### config.mk
export PLATFORM = sky130hd
export DESIGN_NAME = hrrn_cell
export DESIGN_NICKNAME = d
export VERILOG_FILES = /design/src/rtl/core/hrrn_pkg.sv /design/src/rtl/core/hrrn_cell.sv
export SDC_FILE = /design/constraint.sdc
export NUM_CORES = 1
export LEC_CHECK = 0
export ABC_AREA = 1
export BUFFER_PORTS_ARGS = -buffer_cell sky130_fd_sc_hd__buf_2
export CORE_ASPECT_RATIO = 0.5
export CORE_MARGIN = 1.5
export CORE_UTILIZATION = 52
export CTS_CLUSTER_DIAMETER = 150
export DETAILED_ROUTE_END_ITERATION = 8
export PLACE_DENSITY = 0.85
export SKIP_CTS_REPAIR_TIMING = 1
export SYNTH_ARGS = -nofsm -noshare
export SYNTH_HDL_FRONTEND = slang
export SYNTH_SLANG_ARGS = --single-unit
### constraint.sdc
create_clock -name clock -period 7.2 [get_ports clock]
set_input_delay 0.36 -clock clock [delete_from_list [all_inputs] [get_ports clock]]
set_output_delay 0.36 -clock clock [all_outputs]
set_load 0.02 [all_outputs]
### src/rtl/core/hrrn_pkg.sv
package hrrn_pkg;

   localparam int IdWidth     = 16;
   localparam int LenWidth    = 16;
   localparam int WaitWidth   = 32;
   localparam int StatusWidth = 3;
   localparam int CountWidth  = 5;

   typedef enum logic [StatusWidth-1:0] {
      ST_ADDED    = 3'd0,
      ST_FULL     = 3'd1,
      ST_ZERO_LEN = 3'd2,
      ST_EMPTY    = 3'd3,
      ST_SELECTED = 3'd4,
      ST_RAN      = 3'd5,
      ST_FINISHED = 3'd6
   } status_type;

   typedef enum logic [2:0] {
      S_IDLE,
      S_AGE,
      S_SCAN,
      S_MUL,
      S_CMP,
      S_RUN,
      S_RESP
   } state_type;

   typedef struct packed {
      logic                 valid;
      logic                 running;
      logic [IdWidth-1:0]   id;
      logic [LenWidth-1:0]  length;
      logic [LenWidth-1:0]  progress;
      logic [WaitWidth-1:0] wait_cnt;
   } entry_type;

   // Operation applied to the whole row of cells at once.
   typedef enum logic [2:0] {
      OP_HOLD,
      OP_ADD,
      OP_AGE,
      OP_ROTATE,
      OP_SELECT,
      OP_ADVANCE,
      OP_REMOVE
   } cell_op_type;

   typedef struct packed {
      cell_op_type          op;
      logic [IdWidth-1:0]   new_id;
      logic [LenWidth-1:0]  new_length;
   } cell_ctrl_type;

endpackage

### src/rtl/core/hrrn_cell.sv
module hrrn_cell
   import hrrn_pkg::*;
(
   input  logic          clock,
   input  logic          reset,
   input  cell_ctrl_type ctrl,
   input  logic          add_here,
   input  logic          sel_here,
   input  logic          remove_shift,
   input  entry_type     from_right,
   output entry_type     entry
);

   entry_type entry_ff, entry_in;

   always_comb begin
      entry_in = entry_ff;
      unique case (ctrl.op)
         OP_HOLD: ;
         OP_ADD: begin
            if (add_here) begin
               entry_in.valid    = 1'b1;
               entry_in.running  = 1'b0;
               entry_in.id       = ctrl.new_id;
               entry_in.length   = ctrl.new_length;
               entry_in.progress = '0;
               entry_in.wait_cnt = '0;
            end
         end
         OP_AGE: begin
            if (entry_ff.valid && !entry_ff.running && !(&entry_ff.wait_cnt))
               entry_in.wait_cnt = entry_ff.wait_cnt + 1'b1;
         end
         OP_ROTATE: entry_in = from_right;
         OP_SELECT: begin
            if (sel_here) entry_in.running = 1'b1;
         end
         OP_ADVANCE: begin
            if (entry_ff.valid && entry_ff.running)
               entry_in.progress = entry_ff.progress + 1'b1;
         end
         OP_REMOVE: begin
            if (remove_shift) entry_in = from_right;
         end
         default: ;
      endcase
   end

   always_ff @(posedge clock) begin
      if (reset) begin
         entry_ff.valid   <= 1'b0;
         entry_ff.running <= 1'b0;
      end else begin
         entry_ff.valid   <= entry_in.valid;
         entry_ff.running <= entry_in.running;
      end
      entry_ff.id       <= entry_in.id;
      entry_ff.length   <= entry_in.length;
      entry_ff.progress <= entry_in.progress;
      entry_ff.wait_cnt <= entry_in.wait_cnt;
   end

   assign entry = entry_ff;

endmodule

* Yosys cells after proc, flatten, opt, wreduce, memory -nomap -nowiden
Cells that the tools add are included.
** Word-level totals
- Flip-flop bits (word level) :: 82
- Bits of input ports :: 122
- Output and inout bits :: 82
- Logic and storage cells :: 43
** Operators by class
- Add/subtract/negate cells :: 2
- Eq/ne operators :: 11
- Mux-type cells :: 10
- Reductions and logical operators :: 14
** Operator list (number)
- $mux 82 :: 2
- $pmux 32 s4 :: 1
- $pmux 32 s3 :: 1
- $pmux 16 s4 :: 1
- $add 32x1->32 const B :: 1
- $mux 32 :: 1
- $reduce_and 32->1 :: 1
- $add 16x1->16 const B :: 1
- $mux 16 :: 1
- $reduce_and 4->1 :: 3
- $reduce_bool 4->1 :: 3
- $ne 2x2->1 const B :: 5
- $eq 3x3->1 const B :: 3
- $eq 3x2->1 const B :: 2
- $pmux 1 s4 :: 1
- $eq 3x1->1 const B :: 1
- $logic_and 1x1->1 :: 3
- $pmux 1 s3 :: 1
- $reduce_and 3->1 :: 1
- $reduce_bool 3->1 :: 1
- $logic_not 1->1 :: 2
- $mux 1 :: 1

* Longest topological paths before layout
Gate-level depths: netlist (run 1).
- Depth in word-level cells :: 5
- Gate-level depth with buffers :: 9
- Mapped depth without buffers :: 9

* Least setup slack after synthesis (run 1)
OpenSTA, ideal clock, no wires.
- Path kind :: register to register
- Start point :: register entry_ff, in the netlist entry[0]
- End point :: register entry_ff, in the netlist entry[0], enable pin
- Setup time :: 0.432 ns
- Arrival :: 2.798 ns
- Required time :: 6.768 ns
- Setup slack :: 3.970 ns
- Cell stages (with the launch flop) :: 9
- Path buffers :: 0
- Period minus slack after synthesis :: 3.230 ns
- Path through :: edfxtp_1 > ha_1 > nand2_1 > nor2_1 > nand2_1 > nor2_2 > nand2_1 > nand2_1 > a21oi_1
** On the way
- Cells in the longest elaborated chain, start to end :: 5
** RTL lines
- start: declaration :: line hrrn_cell.sv:14 : entry_type entry_ff, entry_in;
- $reduce_and 32->1 :: line hrrn_cell.sv:31 : if (entry_ff.valid && !entry_ff.running && !(&entry_ff.wait_cnt))
- $logic_not 1->1 :: line hrrn_cell.sv:31
- $logic_and 1x1->1 :: line hrrn_cell.sv:31
- $ne 2x2->1 (no source line)
- $reduce_and 4->1 (no source line)
No other way between the ends.
A chain may end at the register's enable or synchronous reset.

* Worst setup path in the final report (run 1)
- Start point :: register entry_ff, in the netlist entry[0]
- End point :: register entry_ff, in the netlist entry[15], enable pin
The elaborated chain is that of the path after synthesis.

==> metrics.yaml, run 1 <==
cells_and_area:
  area_delta_synth_final_pct: 29.3
  drive_above_1_share_pct: 28.2
  multiInputGateArea_um2: 2090
  final_common_cell: "nand2_1"
  final_area_um2: 6230
  fill_cells: 708
  largest_reg_flops: 82
  layout.nets: 969
  antenna_cells: 0
  seqCellArea_um2: 2440
  finish.utilization_pct: 70.4
  final_cell_mix: "nand2_1 (301), buf_2 (203), edfxtp_1 (80)"
pwr:
  ir_drop_uv: 142
  power_density_nw_per_um2: 217
  leakage_nw: 3.00
run:
  cap_violations: 0
logic_synthesis:
  synth_top_family_by_area: "simple AND/OR/NAND/NOR gates"
  ys_seq_area_share_pct: 50.7
  syn-mean-instance-area_um2: 7.50
  synth_seq_cells: 82
  synthXorXnorAreaFrac_pct: 0.545
  synth_cell_types: 26
  synthMuxAreaShare_pct: 0
  ys_warn_count: 0
  synth_compound_area_share_pct: 5.27
  syn-num-nets: 767
  synthSimpleGateAreaFrac_pct: 37.0
  synthAdderAreaFrac_pct: 0.519
  netlist_area_um2: 4820
  synth_cells: 643
clock_tree:
  htree_levels: 3
  path_clk_slew_ns: 0.06
  clock_latency_ns: 0.34
  cts_buffer_depth: 2
  cts-root-buf: "clkbuf_16"
  cts_tree: "built"
  cts.sinks: 82
  cts_buffers: 9
sta:
  post-route-period-util_pct: 37.1
  layout_min_cycle_time_ns: 2.67
  fmax_mhz: 374
  hold_viol: 0
  clock_skew_ns: 0.00661
  setup_viol: 0
  rsz0062_at_grt: "false"
  tns_ns: 0
  slew_headroom_pct: 16.5
  tightest_slew_ns: 1.25
  slew_violations: 0
floorplan:
  die_w_um: 139
  die_y_um: 71.1
  dieArea_um2: 9890
  initial_core_util_pct: 54.4
  fp-row-count: 24
  io_pins: 204
  coreArea_um2: 8860
setup_path:
  critPathRequiredTime_ns: 7.22
  path_class: "reg2reg"
  crit_path_start_kind: "register"
  path_max_fanout: 18
  reg2reg_slack_ns: 4.53
  r2r_start: "entry[0]$_DFFE_PP_"
  cp-end-kind: "register"
  r2r_cells: 9
  r2r-end: "entry[15]$_DFFE_PP_"
  cp.arrival_ns: 2.69
place:
  io_buffers: 203
  gp_congestion: 0.900
  hpwl_um: 9870
  dpl_cell_area_um2: 5920
detailed_routing:
  wl_per_cell_um: 13.7
  drt_wl_total_um: 13200
  drtIter0Drc: 353
  drc: 7
  num_vias: 4915
  drtAntennaViolNets: 0
  drtPass1Iterations: 9
  vias_per_cell: 5.08
run_status:
  violations: "design-rule violations"
  status: "finished with violations"
global_routing:
  grt_pass1_vias: 4568
  grt_usage_pct: 27.4
  grt_overflow: 0
  grt_max_degree: 82
  antenna_found_initial: 0
  grt_pass1_wl_um: 21400
min_path:
  whs_endpoint: "entry[80]$_SDFFE_PP0P_"
  holdPathStages: 4
  hp-start: "reset"
  min_path_type: "in2reg"
-- worst max-delay path by stage --
stage	start	to	slack [ns]	depth (start not counted)
3_5_place_dp	entry[0]$_DFFE_PP_	entry[23]$_DFFE_PP_	4.56	9
2_1_floorplan	entry[0]$_DFFE_PP_	entry[0]$_DFFE_PP_	3.97	8
4_1_cts	entry[0]$_DFFE_PP_	entry[24]$_DFFE_PP_	4.51	9
6_report	entry[0]$_DFFE_PP_	entry[15]$_DFFE_PP_	4.53	9
3_3_place_gp	entry[0]$_DFFE_PP_	entry[23]$_DFFE_PP_	4.65	9
5_1_grt	entry[0]$_DFFE_PP_	entry[18]$_DFFE_PP_	4.35	9
-- layer usage --
metal	up-vias	GRT usage, %	wire length, µm
met1	2217	33.2	5560
met3	31	7.31	858
met2	191	48.1	6540
met4	0	9.81	281
li1	2476	-	-
met5	-	0	0
-- area by class of cell --
| type | instances | share of cell area, % |
|---|---|---|
| multi-input cells | 493 | 33.5 |
| flip-flops and latches | 82 | 39.2 |
| clock buffers | 9 | 3.61 |
| inverters | 54 | 3.29 |
| well taps | 117 | 2.35 |
| repair buffers | 205 | 16.5 |
| clock inverters | 7 | 1.49 |
-- synth_stat cells (all sizes together) --
library cell  count  share of area [%]
dfxtp             2               0.83
o21ai            33                3.4
a21oi             8               0.83
xor2              3               0.55
nand2           305                 24
o21bai            3               0.47
or2               3               0.39
nand3            48                5.0
a22o              3               0.55
ha                2               0.52
inv              54                4.3
nand4             3               0.39
edfxtp           80                 50
nor2             77                6.6
and2              2               0.26
nor3              3               0.31
buf              14                1.8
-- critical path, stage by stage, from the launching register on --
cell and delay [ns]:
edfxtp_1 0.48, ha_1 0.27, nand2_1 0.12, nor2_1 0.09, nand2_1 0.12, nor2_2 0.07, nand2_1 0.08, nand2_1 0.07
a21oi_2 0.63, buf_4 0.40
-- per-stage QoR --
| step | hold WS, ns | std cells | total power, mW | setup WS [ns] |
|---|---|---|---|---|
| after detailed placement | 0.546 | 951 | 0.863 | 4.56 |
| after global routing | 0.281 | 967 | 1.40 | 4.35 |
| after CTS | 0.255 | 967 | 1.36 | 4.51 |
| after global placement | 0.531 | 951 | 0.855 | 4.65 |
| final | 0.264 | 967 | 1.35 | 4.53 |
| after floorplan | 0.515 | 643 | 0.761 | 3.97 |
-- cells by family after synthesis --
kind of cell               after synthesis
and+or+nand+nor                        441
DFF                                     82
buffers and inverters                   68
AOI/OAI and AO/OA                       47
xor gates and xnor gates                 3
adders and majority gates                2
-- power by group --
part	internal [mW]	total, mW	switching (mW)	leakage (nW)
clock network	0.303	0.496	0.192	0.151
logic	0.0820	0.241	0.159	2.05
registers	0.581	0.614	0.0327	0.791
No activity file was read; power rests on OpenSTA's default activity.
==> run 2: changes to the inputs <==
--- a/config.mk
+++ b/config.mk
@@ -9,10 +9,10 @@
 export BUFFER_PORTS_ARGS = -buffer_cell sky130_fd_sc_hd__buf_2
 export CORE_ASPECT_RATIO = 0.5
 export CORE_MARGIN = 1.5
-export CORE_UTILIZATION = 52
+export CORE_UTILIZATION = 49
 export CTS_CLUSTER_DIAMETER = 150
 export DETAILED_ROUTE_END_ITERATION = 8
-export PLACE_DENSITY = 0.85
+export PLACE_DENSITY = 0.81
 export SKIP_CTS_REPAIR_TIMING = 1
 export SYNTH_ARGS = -nofsm -noshare
 export SYNTH_HDL_FRONTEND = slang
==> constraint.sdc (replaced) <==
create_clock -name clock -period 2.59 [get_ports clock]
set_input_delay 0.1295 -clock clock [delete_from_list [all_inputs] [get_ports clock]]
set_output_delay 0.1295 -clock clock [all_outputs]
set_load 0.02 [all_outputs]
==> run 2 against run 1 <==
The run now ends clean; clock power grew to 2.7 times the previous value; power grew to 2.7 times the previous value; design area is 1.1% higher; combinational power grew to 2.8 times the previous value; largest power group unchanged; fmax is 30% higher; worst setup slack worse by 4.0 ns; sequential share of layout area is 0.44 points lower; sequential power grew to 2.8 times the previous value.
==> metrics.yaml, run 2 (same netlist as run 1, synthesis figures left out) <==
global_routing:
  grt_max_degree: 48  # -41%
  antenna_found_initial: 0  # unchanged
  grt_usage_pct: 24.5  # -2.9 points
  grt_overflow: 0  # unchanged
  grt_pass1_vias: 4429  # -3.0%
  grt_pass1_wl_um: 19900  # -6.8%
pwr:
  power_density_nw_per_um2: 589  # +170%
  ir_drop_uv: 347  # +140%
  design_power_total_mw: 3.71  # +170%
  leakage_nw: 3.02  # +0.85%
cells_and_area:
  antenna_cells: 0  # unchanged
  area_delta_synth_final_pct: 30.8
  largest_reg_flops: 82  # unchanged
  fill_cells: 845  # +19%
  final_cell_mix: "nand2_1 (301), buf_2 (203), edfxtp_1 (80)"
  final_common_cell: "nand2_1"
  drive_above_1_share_pct: 28.7  # +0.49 points
  stdcell_count: 988  # +2.2%
  layout.nets: 972  # +0.31%
  finish.utilization_pct: 66.3  # -4.1 points
clock_tree:
  clock_latency_ns: 0.34  # about the same
  cts_tree: "built"
  cts_buffer_depth: 2  # unchanged
  cts-root-buf: "clkbuf_16"
  path_clk_slew_ns: 0.06  # about the same
  htree_levels: 3  # unchanged
  cts.sinks: 82  # unchanged
  cts_buffers: 9  # unchanged
detailed_routing:
  wl_per_cell_um: 13.2  # -3.8%
  vias_per_cell: 4.97  # -2.3%
  drtAntennaViolNets: 0  # unchanged
  drc: 0  # -7
  drtIter0Drc: 306  # -13%
  drt_wl_total_um: 13000  # -1.7%
  drtPass1Iterations: 7  # -2
  num_vias: 4907  # -0.16%
run:
  cap_violations: 0  # unchanged
sta:
  fmax_mhz: 486  # +30%
  tightest_slew_ns: 0.476  # -0.775 ns
  clock_skew_ns: 0.00648  # -0.000130 ns
  setup_viol: 0  # unchanged
  post-route-period-util_pct: 79.5  # +42 points
  slew_violations: 0  # unchanged
  rsz0062_at_grt: "false"
  hold_viol: 0  # unchanged
  tns_ns: 0  # unchanged
  slew_headroom_pct: 68.2  # +52 points
  layout_min_cycle_time_ns: 2.06  # -0.614 ns
place:
  io_buffers: 203  # unchanged
  gp_congestion: 0.938  # +4.1%
  hpwl_um: 9970  # +1.0%
  placedCellCount: 972  # +2.2%
setup_path:
  path_max_fanout: 32  # +14
  cpMostUsedCell: "nand2_1"
  crit_path_start_kind: "register"
  r2r_start: "entry[0]$_DFFE_PP_"
  path_class: "reg2reg"
  critPathMaxStageDelay_ns: 0.45  # -0.18 ns
  crit_chain: "ha_1, nand2_1, nor2_1, nand2_1, nor2_2, nand2_1, nand2_1, a21oi_4, buf_12"
  r2r-end: "entry[21]$_DFFE_PP_"
  reg2reg_slack_ns: 0.53  # -4.00 ns
  slowest_stage: "edfxtp_1"
  path_delay_family: "simple AND/OR/NAND/NOR gates"
  r2r_cells: 9  # unchanged
  startpoint: "entry[0]$_DFFE_PP_"
  critPathRequiredTime_ns: 2.68  # -4.54 ns
  cp.arrival_ns: 2.15  # -0.54 ns
  cp-end-kind: "register"
  path_buf_inv: 1  # unchanged
floorplan:
  coreArea_um2: 9510  # +7.3%
  fp-row-count: 25  # +4.2%
  io_pins: 204  # unchanged
  dieArea_um2: 10500  # +5.9%
  initial_core_util_pct: 50.7  # -3.7 points
  die_y_um: 73.1  # +2.9%
  die_w_um: 143  # +3.0%
min_path:
  whs_endpoint: "entry[80]$_SDFFE_PP0P_"
  hp-start: "reset"
  min_path_type: "in2reg"
  holdPathStages: 4  # unchanged
run_status:
  status: "completed"
-- run 2: cell count changes in the layout (fill, tap and decap cells not counted), sizes merged --
cell	before	now
buf	205	208
bufinv	2	1
clkinv	3	2
clkinvlp	1	0
inv	55	58
-- run 2: worst max-delay path by stage --
stage	slack, ns	endpoint	cells past startpoint
after floorplan	0.36	entry[0]$_DFFE_PP_	8
after global placement	0.68	entry[23]$_DFFE_PP_	9
after detailed placement	0.55	entry[18]$_DFFE_PP_	9
after CTS	0.53	entry[25]$_DFFE_PP_	9
after global routing	0.40	entry[18]$_DFFE_PP_	9
final	0.53	entry[21]$_DFFE_PP_	9
-- run 2: cell type report --
cell class	count	area [µm²]	area share (%)
multi-input cells	493	2100	33.3
flip-flops and latches	82	2440	38.7
well taps	135	169	2.68
clock buffers	9	225	3.57
inverters	54	205	3.26
clock inverters	7	85.1	1.35
repair buffers	208	1080	17.1
-- run 2: worst reg2reg max path: stages (launching register included) --
cell      delay, ns
edfxtp_1       0.45
ha_1           0.21
nand2_1        0.10
nor2_1         0.23
nand2_1        0.15
nor2_2         0.20
nand2_1        0.09
nand2_1        0.12
a21oi_4        0.07
buf_12         0.19
-- run 2: stage by stage --
step	hold WS (ns)	worst slack [ns]	instance area, µm²
finish	0.0370	0.532	6300
global route	0.0418	0.402	6300
CTS	0.0285	0.535	6300
detailed placement	0.388	0.550	5990
global placement	0.380	0.677	5990
floorplan	0.285	0.355	4830
-- run 2: per-layer routing --
metal	vias to the layer above	global-route usage, %	share of wire [%]
li1	2476	-	-
met1	2228	28.7	40
met2	180	43.0	51
met3	23	8.14	7.4
met4	0	8.50	1.5
met5	-	0	0
-- run 2: power by group --
group,switching (mW),internal (mW)
combinational,0.436,0.238
clock,0.562,0.768
sequential,0.0924,1.61
==> run 3: changes to the inputs <==
--- a/config.mk
+++ b/config.mk
@@ -9,10 +9,10 @@
 export BUFFER_PORTS_ARGS = -buffer_cell sky130_fd_sc_hd__buf_2
 export CORE_ASPECT_RATIO = 0.5
 export CORE_MARGIN = 1.5
-export CORE_UTILIZATION = 49
+export CORE_UTILIZATION = 44
 export CTS_CLUSTER_DIAMETER = 150
 export DETAILED_ROUTE_END_ITERATION = 8
-export PLACE_DENSITY = 0.81
+export PLACE_DENSITY = 0.76
 export SKIP_CTS_REPAIR_TIMING = 1
 export SYNTH_ARGS = -nofsm -noshare
 export SYNTH_HDL_FRONTEND = slang
==> constraint.sdc (replaced) <==
create_clock -name clock -period 1.7 [get_ports clock]
set_input_delay 0.085 -clock clock [delete_from_list [all_inputs] [get_ports clock]]
set_output_delay 0.085 -clock clock [all_outputs]
set_load 0.02 [all_outputs]
==> run 3 against run 2 <==
The run now ends with negative setup slack left; count of clock-buffer cells in the layout unchanged; register-to-register slack worse by 0.59 ns; worst setup slack got worse by 0.59 ns; design area grew 5.0%; critical endpoint is now entry[11]$_DFFE_PP_; largest power group unchanged; highest routed layer unchanged.
==> metrics.yaml, run 3 (same netlist as run 1, synthesis figures left out) <==
place:
  dpl_worst_slack_ns: -0.0245  # -0.574 ns
  io_buffers: 203  # unchanged
  dpl_cell_area_um2: 6270  # +4.7%
  gp_congestion: 0.883  # -5.8%
  hpwl_um: 10700  # +7.3%
run_status:
  status: "finished with violations"
  violations: "negative setup slack"
cells_and_area:
  layout.nets: 1003  # +3.2%
  area_delta_synth_final_pct: 37.4
  final_area_um2: 6620  # +5.0%
  final_common_cell: "nand2_1"
  largest_reg_flops: 82  # unchanged
  drive_above_1_share_pct: 32.4  # +3.6 points
  antenna_cells: 0  # unchanged
  final_cell_mix: "nand2_1 (297), buf_2 (203), edfxtp_1 (80)"
  fill_cells: 946  # +12%
  finish.utilization_pct: 63.4  # -2.9 points
detailed_routing:
  drt_wl_total_um: 13900  # +6.6%
  wl_per_cell_um: 13.6  # +2.9%
  num_vias: 5006  # +2.0%
  drtPass1Iterations: 5  # -2
  vias_per_cell: 4.89  # -1.6%
  drtAntennaViolNets: 0  # unchanged
  drtIter0Drc: 273  # -11%
  drc: 0  # unchanged
floorplan:
  die_y_um: 77.0  # +5.3%
  coreArea_um2: 10400  # +9.8%
  io_pins: 204  # unchanged
  die_w_um: 151  # +5.4%
  dieArea_um2: 11600  # +11%
  initial_core_util_pct: 46.2  # -4.5 points
  fp-row-count: 26  # +4.0%
setup_path:
  crit_path_start_kind: "register"
  critPathRequiredTime_ns: 1.74  # -0.94 ns
  cp-end-kind: "register"
  path_max_fanout: 19  # -41%
  cp.arrival_ns: 1.80  # -0.35 ns
  path_class: "reg2reg"
sta:
  setup_viol: 32  # +32
  post-route-period-util_pct: 103  # +24 points
  fmax_mhz: 570  # +17%
  slew_violations: 0  # unchanged
  layout_min_cycle_time_ns: 1.75  # -0.303 ns
  clock_skew_ns: 0.00420  # -0.00229 ns
  hold_viol: 0  # unchanged
  rsz0062_at_grt: "true"
  slew_headroom_pct: 79.0  # +11 points
  fin_hold_ws_ns: 0.0105  # -0.0265 ns
  setup_slack_ns: -0.0548  # -0.587 ns
  tightest_slew_ns: 0.314  # -0.162 ns
run:
  cap_violations: 0  # unchanged
global_routing:
  grt_pass1_wl_um: 22200  # +11%
  grt_pass1_vias: 4733  # +6.9%
  grt_usage_pct: 24.2  # -0.37 points
  grt_util_met2_pct: 43.2  # +0.15 points
  busiest_layer: "met2"
  grt.met3_usage_pct: 6.61  # -1.5 points
  grt_overflow: 0  # unchanged
  use_met1_pct: 29.2  # +0.54 points
  grt_max_degree: 33  # -31%
  antenna_found_initial: 0  # unchanged
clock_tree:
  cts_buffers: 9  # unchanged
  htree_levels: 3  # unchanged
  cts.sinks: 82  # unchanged
  cts_tree: "built"
  cts-root-buf: "clkbuf_16"
  path_clk_slew_ns: 0.07  # about the same
  clock_latency_ns: 0.34  # about the same
  cts_buffer_depth: 2  # unchanged
pwr:
  ir_drop_uv: 569  # +64%
  leakage_nw: 3.21  # +6.2%
  power_density_nw_per_um2: 849  # +44%
  design_power_total_mw: 5.62  # +51%
min_path:
  min_path_type: "in2reg"
## run 3: path summary, 6_finish.rpt
kind                            slack [ns]  cells past startpoint              startpoint                endpoint
worst max-delay path                 -0.05                      9      entry[1]$_DFFE_PP_     entry[11]$_DFFE_PP_
worst min-delay path                  0.01                      3          from_right[54]     entry[54]$_DFFE_PP_
worst max register to register       -0.05                      9      entry[1]$_DFFE_PP_     entry[11]$_DFFE_PP_
worst min register to register        0.56                      4  entry[80]$_SDFFE_PP0P_  entry[80]$_SDFFE_PP0P_
## run 3: cell type report
type	instances	area, µm²	share of cell area, %
sequential	82	2440	36.9
tap	140	175	2.65
timing repair buffer	239	1350	20.4
inverter	54	205	3.10
multi-input combinational	493	2160	32.6
clock inverter	7	60.1	0.907
clock buffer	9	225	3.40
## run 3: layer usage
layer	up-vias	wire length [µm]	share of wire [%]
met4	0	110	0.79
li1	2539	-	-
met5	-	0	0
met2	165	7100	51
met3	12	942	6.8
met1	2290	5720	41
## run 3: worst max-delay path, stage by stage (launching register included)
cell and delay (ns):
edfxtp_1 0.43, ha_2 0.23, nand2_4 0.09, nor2_4 0.04
nand2_2 0.07, nor2_2 0.05, nand2_1 0.07, nand2_2 0.06
a21oi_4 0.22, buf_12 0.20
## run 3: metrics by stage
stage | setup TNS (ns) | std cells
2_1_floorplan | -13.87 | 643
3_3_place_gp | 0 | 1006
3_5_place_dp | -0.452 | 1006
4_1_cts | -1.25 | 1022
5_1_grt | -3.34 | 1024
6_report | -1.13 | 1024
## run 3: report_power, final
part           leakage, nW  internal [mW]  switching [mW]  total, mW
Clock                0.137           1.02           0.863       1.88
Sequential           0.791           2.46           0.108       2.57
Combinational         2.28          0.441           0.735       1.18
Total                 3.21           3.91            1.71       5.62
